==> src/wpq_pkg.sv <==
package wpq_pkg;

    localparam int GRADE_W   = 14;
    localparam int COURSES_W = 8;
    localparam int PRIO_W    = 16;
    localparam int COUNT_W   = 5;
    localparam int FIELD_ID_W = 16;

    localparam logic [1:0] CMD_PUSH  = 2'd0;
    localparam logic [1:0] CMD_POP   = 2'd1;
    localparam logic [1:0] CMD_QUERY = 2'd2;
    localparam logic [1:0] CMD_RSVD  = 2'd3;

    localparam logic CFG_GRADE_SCALE  = 1'b0;
    localparam logic CFG_COURSE_TOTAL = 1'b1;

    typedef struct packed {
        logic [1:0]             cmd;
        logic [FIELD_ID_W-1:0]  item_id;
        logic [GRADE_W-1:0]     grade;
        logic [COURSES_W-1:0]   courses;
    } t_req;

    typedef struct packed {
        logic                   status;
        logic                   is_empty;
        logic [COUNT_W-1:0]     count;
        logic [FIELD_ID_W-1:0]  head_id;
        logic [GRADE_W-1:0]     head_grade;
        logic [COURSES_W-1:0]   head_courses;
        logic [PRIO_W-1:0]      head_priority;
    } t_rsp;

    // Control broadcast to every cell of the sorted row.
    typedef struct packed {
        logic push;
        logic pop;
    } t_cell_ctl;

endpackage

==> src/wpq_div.sv <==
// Restoring divider, one quotient bit per cycle.
module wpq_div import wpq_pkg::*; #(
    parameter int NUM_W = 56,
    parameter int DEN_W = 26
) (
    input  logic             i_clk,
    input  logic             i_rst_n,
    input  logic             i_start,
    input  logic [NUM_W-1:0] i_num,
    input  logic [DEN_W-1:0] i_den,
    output logic             o_done,
    output logic [NUM_W-1:0] o_quot
);
    localparam int CNT_W = $clog2(NUM_W + 1);

    logic [NUM_W-1:0] r_q;
    logic [DEN_W:0]   r_rem;
    logic [DEN_W-1:0] r_den;
    logic [CNT_W-1:0] r_cnt;
    logic             r_busy;
    logic             r_done;
    logic [DEN_W:0]   n_shift;
    logic [DEN_W:0]   n_diff;

    always_comb begin
        n_shift = {r_rem[DEN_W-1:0], r_q[NUM_W-1]};
        n_diff  = n_shift - {1'b0, r_den};
    end

    always_ff @(posedge i_clk) begin
        if (!i_rst_n) begin
            r_busy <= 1'b0;
            r_done <= 1'b0;
            r_cnt  <= '0;
        end else begin
            r_done <= 1'b0;
            if (i_start) begin
                r_busy <= 1'b1;
                r_q    <= i_num;
                r_rem  <= '0;
                r_den  <= i_den;
                r_cnt  <= CNT_W'(NUM_W);
            end else if (r_busy) begin
                if (!n_diff[DEN_W]) begin
                    r_rem <= n_diff;
                    r_q   <= {r_q[NUM_W-2:0], 1'b1};
                end else begin
                    r_rem <= n_shift;
                    r_q   <= {r_q[NUM_W-2:0], 1'b0};
                end
                r_cnt <= r_cnt - 1'b1;
                if (r_cnt == CNT_W'(1)) begin
                    r_busy <= 1'b0;
                    r_done <= 1'b1;
                end
            end
        end
    end

    assign o_done = r_done;
    assign o_quot = r_q;
endmodule

==> src/wpq_cell.sv <==
// One slot of the sorted row. On push, a cell keeps its entry, takes the new
// one, or takes its upper neighbor's entry; on pop it takes its lower neighbor's.
module wpq_cell import wpq_pkg::*; #(
    parameter int ID_W = 16
) (
    input  logic                 i_clk,
    input  logic                 i_rst_n,
    input  t_cell_ctl            i_ctl,
    input  logic [PRIO_W-1:0]    i_new_prio,
    input  logic [ID_W-1:0]      i_new_id,
    input  logic [GRADE_W-1:0]   i_new_grade,
    input  logic [COURSES_W-1:0] i_new_courses,
    input  logic                 i_up_valid,
    input  logic                 i_up_goes,
    input  logic [PRIO_W-1:0]    i_up_prio,
    input  logic [ID_W-1:0]      i_up_id,
    input  logic [GRADE_W-1:0]   i_up_grade,
    input  logic [COURSES_W-1:0] i_up_courses,
    input  logic                 i_dn_valid,
    input  logic [PRIO_W-1:0]    i_dn_prio,
    input  logic [ID_W-1:0]      i_dn_id,
    input  logic [GRADE_W-1:0]   i_dn_grade,
    input  logic [COURSES_W-1:0] i_dn_courses,
    output logic                 o_valid,
    output logic                 o_goes,
    output logic [PRIO_W-1:0]    o_prio,
    output logic [ID_W-1:0]      o_id,
    output logic [GRADE_W-1:0]   o_grade,
    output logic [COURSES_W-1:0] o_courses
);
    logic                 r_valid;
    logic [PRIO_W-1:0]    r_prio;
    logic [ID_W-1:0]      r_id;
    logic [GRADE_W-1:0]   r_grade;
    logic [COURSES_W-1:0] r_courses;
    logic                 n_goes;

    // The new entry lands ahead of this one unless this one is strictly higher.
    assign n_goes = !r_valid || (r_prio <= i_new_prio);

    always_ff @(posedge i_clk) begin
        if (!i_rst_n) begin
            r_valid <= 1'b0;
        end else if (i_ctl.push) begin
            // The first empty slot fills; the head slot sees a valid upper side.
            r_valid <= r_valid || i_up_valid;
            if (n_goes && i_up_goes && i_up_valid) begin
                r_prio <= i_up_prio; r_id <= i_up_id;
                r_grade <= i_up_grade; r_courses <= i_up_courses;
            end else if (n_goes) begin
                r_prio <= i_new_prio; r_id <= i_new_id;
                r_grade <= i_new_grade; r_courses <= i_new_courses;
            end
        end else if (i_ctl.pop) begin
            r_valid <= i_dn_valid;
            r_prio <= i_dn_prio; r_id <= i_dn_id;
            r_grade <= i_dn_grade; r_courses <= i_dn_courses;
        end
    end

    assign o_valid   = r_valid;
    assign o_goes    = n_goes;
    assign o_prio    = r_prio;
    assign o_id      = r_id;
    assign o_grade   = r_grade;
    assign o_courses = r_courses;
endmodule

==> src/weighted_priority_queue_top.sv <==
// Sorted priority queue of DEPTH entries, highest priority at the head.
// Push computes priority = floor(65536*(0.3*grade/grade_scale +
// 0.7*courses/course_total)) saturated at 65535, by a bit-serial divider
// of 56 quotient bits; a push waits for that divider, pop and query do
// not. Entries sit in a row of cells that shift together to open or
// close a slot; equal priorities go behind nothing, i.e.
// a new entry is placed ahead of all equal ones. A push to a full queue
// is dropped with status 1. One request is in flight at a time.
module weighted_priority_queue_top import wpq_pkg::*; #(
    parameter int DEPTH   = 16,
    parameter int ID_BITS = 16
) (
    input  logic        i_clk,
    input  logic        i_rst_n,
    input  logic        i_valid,
    output logic        o_stall,
    input  t_req        i_req,
    output logic        o_valid,
    input  logic        i_stall,
    output t_rsp        o_rsp,
    input  logic        i_cfg_valid,
    output logic        o_cfg_ready,
    input  logic        i_cfg_index,
    input  logic [13:0] i_cfg_data
);
    localparam int CNT_W = $clog2(DEPTH + 1);
    localparam int NUM_W = 56;
    localparam int DEN_W = 26;

    typedef enum logic [1:0] {S_IDLE, S_MUL, S_DIV, S_APPLY} t_state;

    t_state               r_state;
    logic [GRADE_W-1:0]   r_grade_scale;
    logic [COURSES_W-1:0] r_total;
    logic [CNT_W-1:0]     r_held;
    t_req                 r_req;
    logic                 r_out_valid;
    logic                 r_status;
    logic [NUM_W-1:0]     r_num;
    logic [DEN_W-1:0]     r_den;
    logic [PRIO_W-1:0]    r_prio;
    logic                 r_push_en;
    logic                 r_pop_en;
    logic                 r_div_start;
    logic                 div_done;
    logic [NUM_W-1:0]     div_quot;
    logic [GRADE_W-1:0]   m_eff;
    logic [COURSES_W-1:0] t_eff;
    logic                 accept;
    t_cell_ctl            ctl;

    logic                 c_valid   [DEPTH];
    logic                 c_goes    [DEPTH];
    logic [PRIO_W-1:0]    c_prio    [DEPTH];
    logic [ID_BITS-1:0]   c_id      [DEPTH];
    logic [GRADE_W-1:0]   c_grade   [DEPTH];
    logic [COURSES_W-1:0] c_courses [DEPTH];

    assign m_eff  = (r_grade_scale == '0) ? GRADE_W'(1) : r_grade_scale;
    assign t_eff  = (r_total == '0) ? COURSES_W'(1) : r_total;
    assign accept = i_valid && !o_stall;
    assign o_stall = (r_state != S_IDLE) || (r_out_valid && i_stall);
    assign o_cfg_ready = (r_state == S_IDLE);
    assign ctl.push = r_push_en;
    assign ctl.pop  = r_pop_en;

    always_ff @(posedge i_clk) begin
        if (!i_rst_n) begin
            r_grade_scale <= GRADE_W'(1000);
            r_total       <= COURSES_W'(40);
        end else if (i_cfg_valid && o_cfg_ready) begin
            unique case (i_cfg_index)
                CFG_GRADE_SCALE:  r_grade_scale <= i_cfg_data;
                CFG_COURSE_TOTAL: r_total       <= i_cfg_data[COURSES_W-1:0];
                default: ;
            endcase
        end
    end

    wpq_div #(.NUM_W(NUM_W), .DEN_W(DEN_W)) u_div (
        .i_clk   (i_clk),
        .i_rst_n (i_rst_n),
        .i_start (r_div_start),
        .i_num   (r_num),
        .i_den   (r_den),
        .o_done  (div_done),
        .o_quot  (div_quot)
    );

    always_ff @(posedge i_clk) begin
        if (!i_rst_n) begin
            r_state     <= S_IDLE;
            r_held      <= '0;
            r_out_valid <= 1'b0;
            r_push_en   <= 1'b0;
            r_pop_en    <= 1'b0;
            r_div_start <= 1'b0;
            r_status    <= 1'b0;
        end else begin
            r_push_en   <= 1'b0;
            r_pop_en    <= 1'b0;
            r_div_start <= 1'b0;
            if (r_out_valid && !i_stall) r_out_valid <= 1'b0;
            unique case (r_state)
                S_IDLE: begin
                    if (accept) begin
                        r_req    <= i_req;
                        r_status <= 1'b0;
                        if (i_req.cmd == CMD_PUSH) begin
                            if (r_held >= CNT_W'(DEPTH)) begin
                                r_status <= 1'b1;
                                r_state  <= S_APPLY;
                            end else begin
                                r_state <= S_MUL;
                            end
                        end else if (i_req.cmd == CMD_POP && r_held != '0) begin
                            r_pop_en <= 1'b1;
                            r_held   <= r_held - 1'b1;
                            r_state  <= S_APPLY;
                        end else begin
                            r_state <= S_APPLY;
                        end
                    end
                end
                S_MUL: begin
                    // Hold products for the divider.
                    r_num <= NUM_W'({(30'(3 * r_req.grade) * 30'(t_eff)) +
                                     (30'(7 * r_req.courses) * 30'(m_eff)), 16'd0});
                    r_den <= DEN_W'(10 * m_eff) * DEN_W'(t_eff);
                    r_div_start <= 1'b1;
                    r_state <= S_DIV;
                end
                S_DIV: begin
                    if (div_done) begin
                        r_prio <= (div_quot > NUM_W'(65535)) ? PRIO_W'(65535)
                                                             : div_quot[PRIO_W-1:0];
                        r_push_en <= 1'b1;
                        r_held    <= r_held + 1'b1;
                        r_state   <= S_APPLY;
                    end
                end
                S_APPLY: begin
                    r_out_valid <= 1'b1;
                    r_state     <= S_IDLE;
                end
                default: r_state <= S_IDLE;
            endcase
        end
    end

    for (genvar g = 0; g < DEPTH; g++) begin : g_cell
        localparam int UP = (g == 0) ? 0 : g - 1;
        localparam int DN = (g == DEPTH - 1) ? g : g + 1;
        wpq_cell #(.ID_W(ID_BITS)) u_cell (
            .i_clk         (i_clk),
            .i_rst_n       (i_rst_n),
            .i_ctl         (ctl),
            .i_new_prio    (r_prio),
            .i_new_id      (ID_BITS'(r_req.item_id)),
            .i_new_grade   (r_req.grade),
            .i_new_courses (r_req.courses),
            .i_up_valid    ((g == 0) ? 1'b1 : c_valid[UP]),
            .i_up_goes     ((g == 0) ? 1'b0 : c_goes[UP]),
            .i_up_prio     (c_prio[UP]),
            .i_up_id       (c_id[UP]),
            .i_up_grade    (c_grade[UP]),
            .i_up_courses  (c_courses[UP]),
            .i_dn_valid    ((g == DEPTH - 1) ? 1'b0 : c_valid[DN]),
            .i_dn_prio     (c_prio[DN]),
            .i_dn_id       (c_id[DN]),
            .i_dn_grade    (c_grade[DN]),
            .i_dn_courses  (c_courses[DN]),
            .o_valid       (c_valid[g]),
            .o_goes        (c_goes[g]),
            .o_prio        (c_prio[g]),
            .o_id          (c_id[g]),
            .o_grade       (c_grade[g]),
            .o_courses     (c_courses[g])
        );
    end

    always_comb begin
        o_valid              = r_out_valid;
        o_rsp.status         = r_status;
        o_rsp.is_empty       = (r_held == '0);
        o_rsp.count          = COUNT_W'(r_held);
        o_rsp.head_id        = c_valid[0] ? FIELD_ID_W'(c_id[0]) : '0;
        o_rsp.head_grade     = c_valid[0] ? c_grade[0] : '0;
        o_rsp.head_courses   = c_valid[0] ? c_courses[0] : '0;
        o_rsp.head_priority  = c_valid[0] ? c_prio[0] : '0;
    end
endmodule

==> config.mk <==
export PLATFORM = sky130hd
export DESIGN_NAME = weighted_priority_queue_top
export DESIGN_NICKNAME = d
export VERILOG_FILES = /design/src/wpq_pkg.sv /design/src/wpq_div.sv /design/src/wpq_cell.sv /design/src/weighted_priority_queue_top.sv
export SDC_FILE = /design/constraint.sdc
export NUM_CORES = 2
export LEC_CHECK = 0
export BUFFER_PORTS_ARGS = -buffer_cell sky130_fd_sc_hd__buf_2
export CAP_MARGIN = 10
export CORE_UTILIZATION = 30
export DETAILED_ROUTE_END_ITERATION = 8
export PLACE_DENSITY = 0.5
export SLEW_MARGIN = 20
export SYNTH_ARGS = -nofsm -noshare
export SYNTH_HDL_FRONTEND = slang
export SYNTH_SLANG_ARGS = --single-unit
export TNS_END_PERCENT = 30
==> constraint.sdc <==
create_clock -name i_clk -period 13.8 [get_ports i_clk]
set_input_delay 2.07 -clock i_clk [delete_from_list [all_inputs] [get_ports i_clk]]
set_output_delay 2.07 -clock i_clk [all_outputs]
set_load 0.005 [all_outputs]
After elaboration in Yosys (flattened, before gate mapping) --
Index checks and enable logic that the tools add are counted.
Cells by class: order comparisons 18, bitwise logic cells 5, reductions and logical operators 127, $mul 6, eq/ne operators 24, muxes and demuxes 310, add/sub/neg operators 5
Operators by type and width (number):
- $mux W16 | 124
- $mux W14 | 63
- $mux W8 | 63
- $le A16 B16 Y1 | 16
- $gt A56 B16 Y1 const B | 1
- $mux W56 | 1
- $reduce_and A3 Y1 | 18
- $mux W26 | 2
- $mux W46 | 1
- $mux W1 | 44
- $ne A3 B1 Y1 const B | 14
- $logic_and A1 B1 Y1 | 35
- $logic_or A1 B1 Y1 | 32
- $sub A27 B26 Y27 | 1
- $add A24 B25 Y26 | 1
- $mul A11 B14 Y25 | 1
- $mul A17 B8 Y25 | 1
- $mul A16 B8 Y24 | 1
- $mux W5 | 4
- $logic_not A1 Y1 | 18
- $mul A3 B14 Y17 const A | 1
- $mul A2 B14 Y16 const A | 1
- $reduce_and A2 Y1 | 8
- $logic_not A14 Y1 | 1
- 24 further kinds | 43
Storage, ports and cells: word-level logic and storage cells 598, input bits 60, output and inout bits 64, register bits after elaboration 1138

Depth between registers and ports, before layout --
word-level depth 6, gate-level depth with buffers 34

Modules after synthesis --
A second synthesis with hierarchy kept.
Unflattened totals: cells, all modules 9710, area total of the unflattened synthesis 96035.9 um2
Modules (own cells, without submodules):
- wpq_cell at g_cell[12].u_cell ... | area each 4322.9 um2, sequential area each 1641.6 um2, cells an instance 439, instances 13
- weighted_priority_queue_top | area each 20693.6 um2, sequential area each 3833.7 um2, cells an instance 2197, instances 1
- wpq_cell at g_cell[0].u_cell ... | area each 4316.6 um2, sequential area each 1641.6 um2, cells an instance 439, instances 3
- wpq_div | area each 6194.7 um2, sequential area each 3403.3 um2, cells an instance 489, instances 1

Least setup slack after synthesis --
OpenSTA, ideal clock, no wires.
kind register to register, start reg r_req[1] in the netlist's numbering, end reg r_num[41] (data pin), path buffers 1, cell stages (with the launch flop) 33, clock period less this slack 8.249 ns, arrival 7.994 ns, library setup time 0.255 ns, path slack 5.551 ns, cell sequence edfxtp_1 > fa_1 > ha_1 > inv_1 > fa_1 > inv_1 > a21oi_1 > o21bai_1 > a21o_1 > a21o_1 > nor2b_1 > o21ai_0 > nand2b_1 > clkbuf_1 > and2_1 > fa_1 > fa_1 > fa_1 > fa_1 > fa_1 > inv_1 > fa_1 > inv_1 > ha_1 > a21o_1 > a21o_1 > a21oi_1 > o31ai_1 > a21oi_2 > o211a_1 > a21oi_1 > or4b_1 > and3_1
Between the ends: longest elaborated chain between the ends 3
Ends and longest elaborated chain:
- from (decl) | RTL line weighted_priority_queue_top.sv:36 | t_req r_req;
- from (signal assigned) | RTL line weighted_priority_queue_top.sv:107 | r_req <= i_req;
- $mul A3 B8 Y11 | RTL line weighted_priority_queue_top.sv:128 | (30'(7 * r_req.courses) * 30'(m_eff)), 16'd0});
- $mul A11 B14 Y25 | RTL line weighted_priority_queue_top.sv:128
- $add A24 B25 Y26 | RTL line weighted_priority_queue_top.sv:127 | r_num <= NUM_W'({(30'(3 * r_req.grade) * 30'(t_eff)) +
- to (signal assigned) | RTL line weighted_priority_queue_top.sv:127
- to (decl) | RTL line weighted_priority_queue_top.sv:39 | logic [NUM_W-1:0] r_num;
Every way passes these cells. A chain may end at the register's enable or synchronous reset.

Worst setup path in the final report --
Same ends and word-level chain as after synthesis.

==> flow_summary.rst <==
.. list-table::
   :header-rows: 1

   * - Metric
     - Value
   * - Worst Setup SP
     - r_req[1]
   * - Sequential element share of the synthesized area
     - 44.1%
   * - Number of hold buffers added after cts
     - 0
   * - Routed WL
     - 204000 um
   * - Mean instance size in the synthesized netlist
     - 10.9 um2
   * - Endpoints failing setup
     - 0
   * - Max-Cap Viols
     - 0
   * - Failing checks
     - design-rule violations
   * - Unique masters post-synth
     - 94
   * - CP required
     - 14290 ps
   * - Number of port buffers
     - 123
   * - Number of synthesized register bits
     - 1134
   * - Gr ovfl total
     - 0
   * - Minimum setup slack among reg-to-reg paths
     - 4410 ps
   * - Height of the chip
     - 505 um
   * - Number of vias per cell after detailed routing
     - 4.94
   * - Die X
     - 505 um
   * - Syn Nets
     - 7852
   * - Max-slew headroom at the worst pin
     - 26.6%
   * - Drc violations
     - 28
   * - Depth of the CTS H-tree
     - 4
   * - Die Area
     - 255000 um2
   * - EDFF count, synth
     - 1076
   * - RSZ-0062 raised after global routing
     - false
   * - Via count of the routed design
     - 51200
   * - Vias in the first global route
     - 51800
   * - Nature of the critical path endpoint
     - flip-flop
   * - Ratio of cells with drive above 1 in the final layout
     - 8.67%
   * - Max Freq
     - 107 MHz
   * - Max Transition Viols Final
     - 0
   * - Predominant post-synthesis flop cell
     - edfxtp_1
   * - Deepest clock path buffer count
     - 3
   * - Min Tclk post-route
     - 9390 ps
   * - Delay of the slowest critical-path stage
     - 860 ps
   * - Placed wire-length estimate
     - 138000 um
   * - Clock root cell
     - clkbuf_16
   * - First-pass GRT wire length
     - 317000 um
   * - Cells after Synth
     - 6980
   * - Number of cells traversed by the worst register-to-register path
     - 31
   * - Number of sinks driven by the clock tree
     - 1134
   * - Largest fanout on the critical path
     - 19
   * - Area grow syn2layout
     - 10.9%
   * - GP Congestion
     - 0.818
   * - CTS Buf Count
     - 139
   * - TritonCTS clock tree
     - built
   * - Warnings, synthesis
     - 0
   * - First-pass detailed-route iteration total
     - 8
   * - Post-synthesis instance area
     - 75900 um2
   * - Largest net degree at the start of global routing
     - 228
   * - Clock latency reported for the late side of the worst-skew pair
     - 810 ps
   * - Post-CTS setup buffer count
     - 0
   * - Slew at the pin closest to its max-slew limit
     - 1100 ps
   * - Startpoint class of the critical path
     - flip-flop
   * - Slowest library cell on the worst path
     - edfxtp_1
   * - Final Net Count
     - 7775
   * - Largest clock skew in the final design
     - 73.7 ps
   * - DR iter-0 viols
     - 3295
   * - Multi-input gate area
     - 38800 um2
   * - Reg-to-Reg End
     - r_num[41]
   * - Initial cell density of the core
     - 30.2%
   * - Final Cycle Share
     - 68.0%
   * - Startpoint of the worst-slack reg-to-reg timing path
     - r_req[1]
   * - Post-CTS resize count
     - 0
   * - # fillers
     - 25400
   * - Category of the most critical setup path
     - reg2reg
   * - Total I/O pin count
     - 124
   * - Hold WC Path Type
     - reg2reg
   * - Status
     - finished, violations left
   * - Mean routed wirelength per cell
     - 19.7 um
   * - Share of synthesized flip-flops with an asynchronous set or reset
     - 0%
   * - Number of failing hold endpoints at the final stage
     - 0
   * - Area occupied by registers
     - 33500 um2
   * - Clock transition at the register clock pins on the worst setup and hold paths after CTS
     - 60 ps
   * - Number of antenna violations at the first check in global routing
     - 4
   * - Crit path arrival time
     - 9880 ps
   * - Library cell appearing most often on the critical path
     - fa_1
   * - Total core area
     - 251000 um2
   * - Residual antenna-violating net count after detailed routing
     - 0
   * - Rows
     - 184
   * - Setup tns final
     - 0 ps
   * - Worst setup endpoint
     - r_num[41]
   * - All-layer global routing usage
     - 15.8%
-- sequential cells by signal, summed over array words and instances, names as in the netlist, 26 cells and up --
register,flops
g_cell.u_cell.o_courses,128
g_cell.u_cell.o_grade,224
g_cell.u_cell.o_id,256
g_cell.u_cell.o_prio,256
r_num,26
r_req,38
u_div.o_quot,56
u_div.r_rem,26
-- layer usage --
layer | global-route usage, % | vias up | wire [um]
met1 | 21.8 | 25800 | 96600
li1 | - | 24500 | -
met4 | 3.43 | 2 | 3330
met3 | 1.70 | 197 | 6180
met2 | 26.7 | 737 | 98200
met5 | 0 | - | 12
-- worst max-delay path, delay by kind of cell (launching register included) --
kind / cells / cell delay, ps
flops: 1 / 860
fa+ha+maj: 10 / 4520
compound gates: 12 / 1900
simple gates: 5 / 1490
buf+inv: 4 / 230
-- layout by cell type (no fill, tap or decap), types with 9 or more instances in the layout --
cell       instances
nand2_1          329
clkbuf_1          31
nand3b_1          10
xnor2_1           58
clkinv_1          34
and3_1            21
nor3_1            33
o21ai_0           60
o211ai_1          12
clkinv_2          17
nand3_1           35
buf_4             89
o21a_1            44
inv_1            516
nor2_1           855
a21oi_2            9
nand4_1           60
dfxtp_1           55
a211oi_1          18
xor2_1            26
nor2b_1           78
o21ai_1           23
o21bai_1          21
fa_1             336
nor4_1            14
and4_1            12
clkbuf_16        141
a21oi_1          918
edfxtp_1        1076
nand2b_1          62
and2_1           195
ha_1             476
buf_2            123
a21o_1           140
mux2i_1          776
o221a_2           10
mux2_2           115
-- cell families (layout without fill, tap and decap cells) --
family	count (synthesis)	after routing	share of synthesized area (%)
muxes	892	892	12.0
AOI/OAI and AO/OA	1347	1347	10.3
and+or+nand+nor	1752	1752	10.5
other	0	2	0
buffers and inverters	953	982	5.33
adders and majority gates	812	812	16.7
xor gates and xnor gates	90	90	1.07
DFF	1134	1134	44.1
-- synth_stat cells (21+ instances only) --
master	n	area share, %
xnor2_1	59	0.68
nand2_1	329	1.6
o21ai_0	60	0.40
and2_1	196	1.6
a21o_1	140	1.4
inv_1	516	2.6
dfxtp_1	58	1.5
nand4_1	60	0.49
nor2_1	862	4.3
xor2_1	29	0.33
ha_1	476	7.8
nor3_1	34	0.22
mux2_2	115	1.7
clkbuf_1	336	1.7
nor2b_1	78	0.64
mux2i_1	776	10
o21ai_1	24	0.16
o21bai_1	21	0.21
buf_4	57	0.56
fa_1	336	8.9
nand3_1	35	0.23
o21a_1	44	0.44
and3_1	27	0.22
a21oi_1	918	6.1
edfxtp_1	1076	43
nand2b_1	62	0.51
-- final cells by class --
class                   instances  share of cell area (%)
well taps                    3348                    4.98
diodes                          2                 0.00594
clock buffers                 171                    4.30
clock inverters                76                   0.926
repair buffers                219                    1.70
flip-flops and latches       1134                    39.8
multi-input cells            4893                    46.0
inverters                     516                    2.30
-- stage by stage --
stage                     area, um2  std cells  hold slack [ps]  utilization, %  setup WS (ps)
after floorplan               75900       6980              400               -           5550
final                         84200      10400              408            33.5           4410
after global routing          84200      10400              411            33.5           4000
after detailed placement      79700      10100              405            31.7           4390
after global placement        79700      10100              401            31.7           4370
after CTS                     84100      10400              405            33.5           4290
-- worst min-delay path by stage --
stage                   start               to  slack [ps]  cells after the start
floorplan           r_den[10]  u_div.r_den[10]         400                      0
global placement    r_den[18]  u_div.r_den[18]         400                      0
detailed placement  r_den[11]  u_div.r_den[11]         400                      0
CTS                 r_den[14]  u_div.r_den[14]         410                      0
global route        r_den[14]  u_div.r_den[14]         410                      0
finish              r_den[14]  u_div.r_den[14]         410                      0
Power is not shown: default switching activity piles up to over one toggle a cycle in this logic, so the estimate is an artifact.
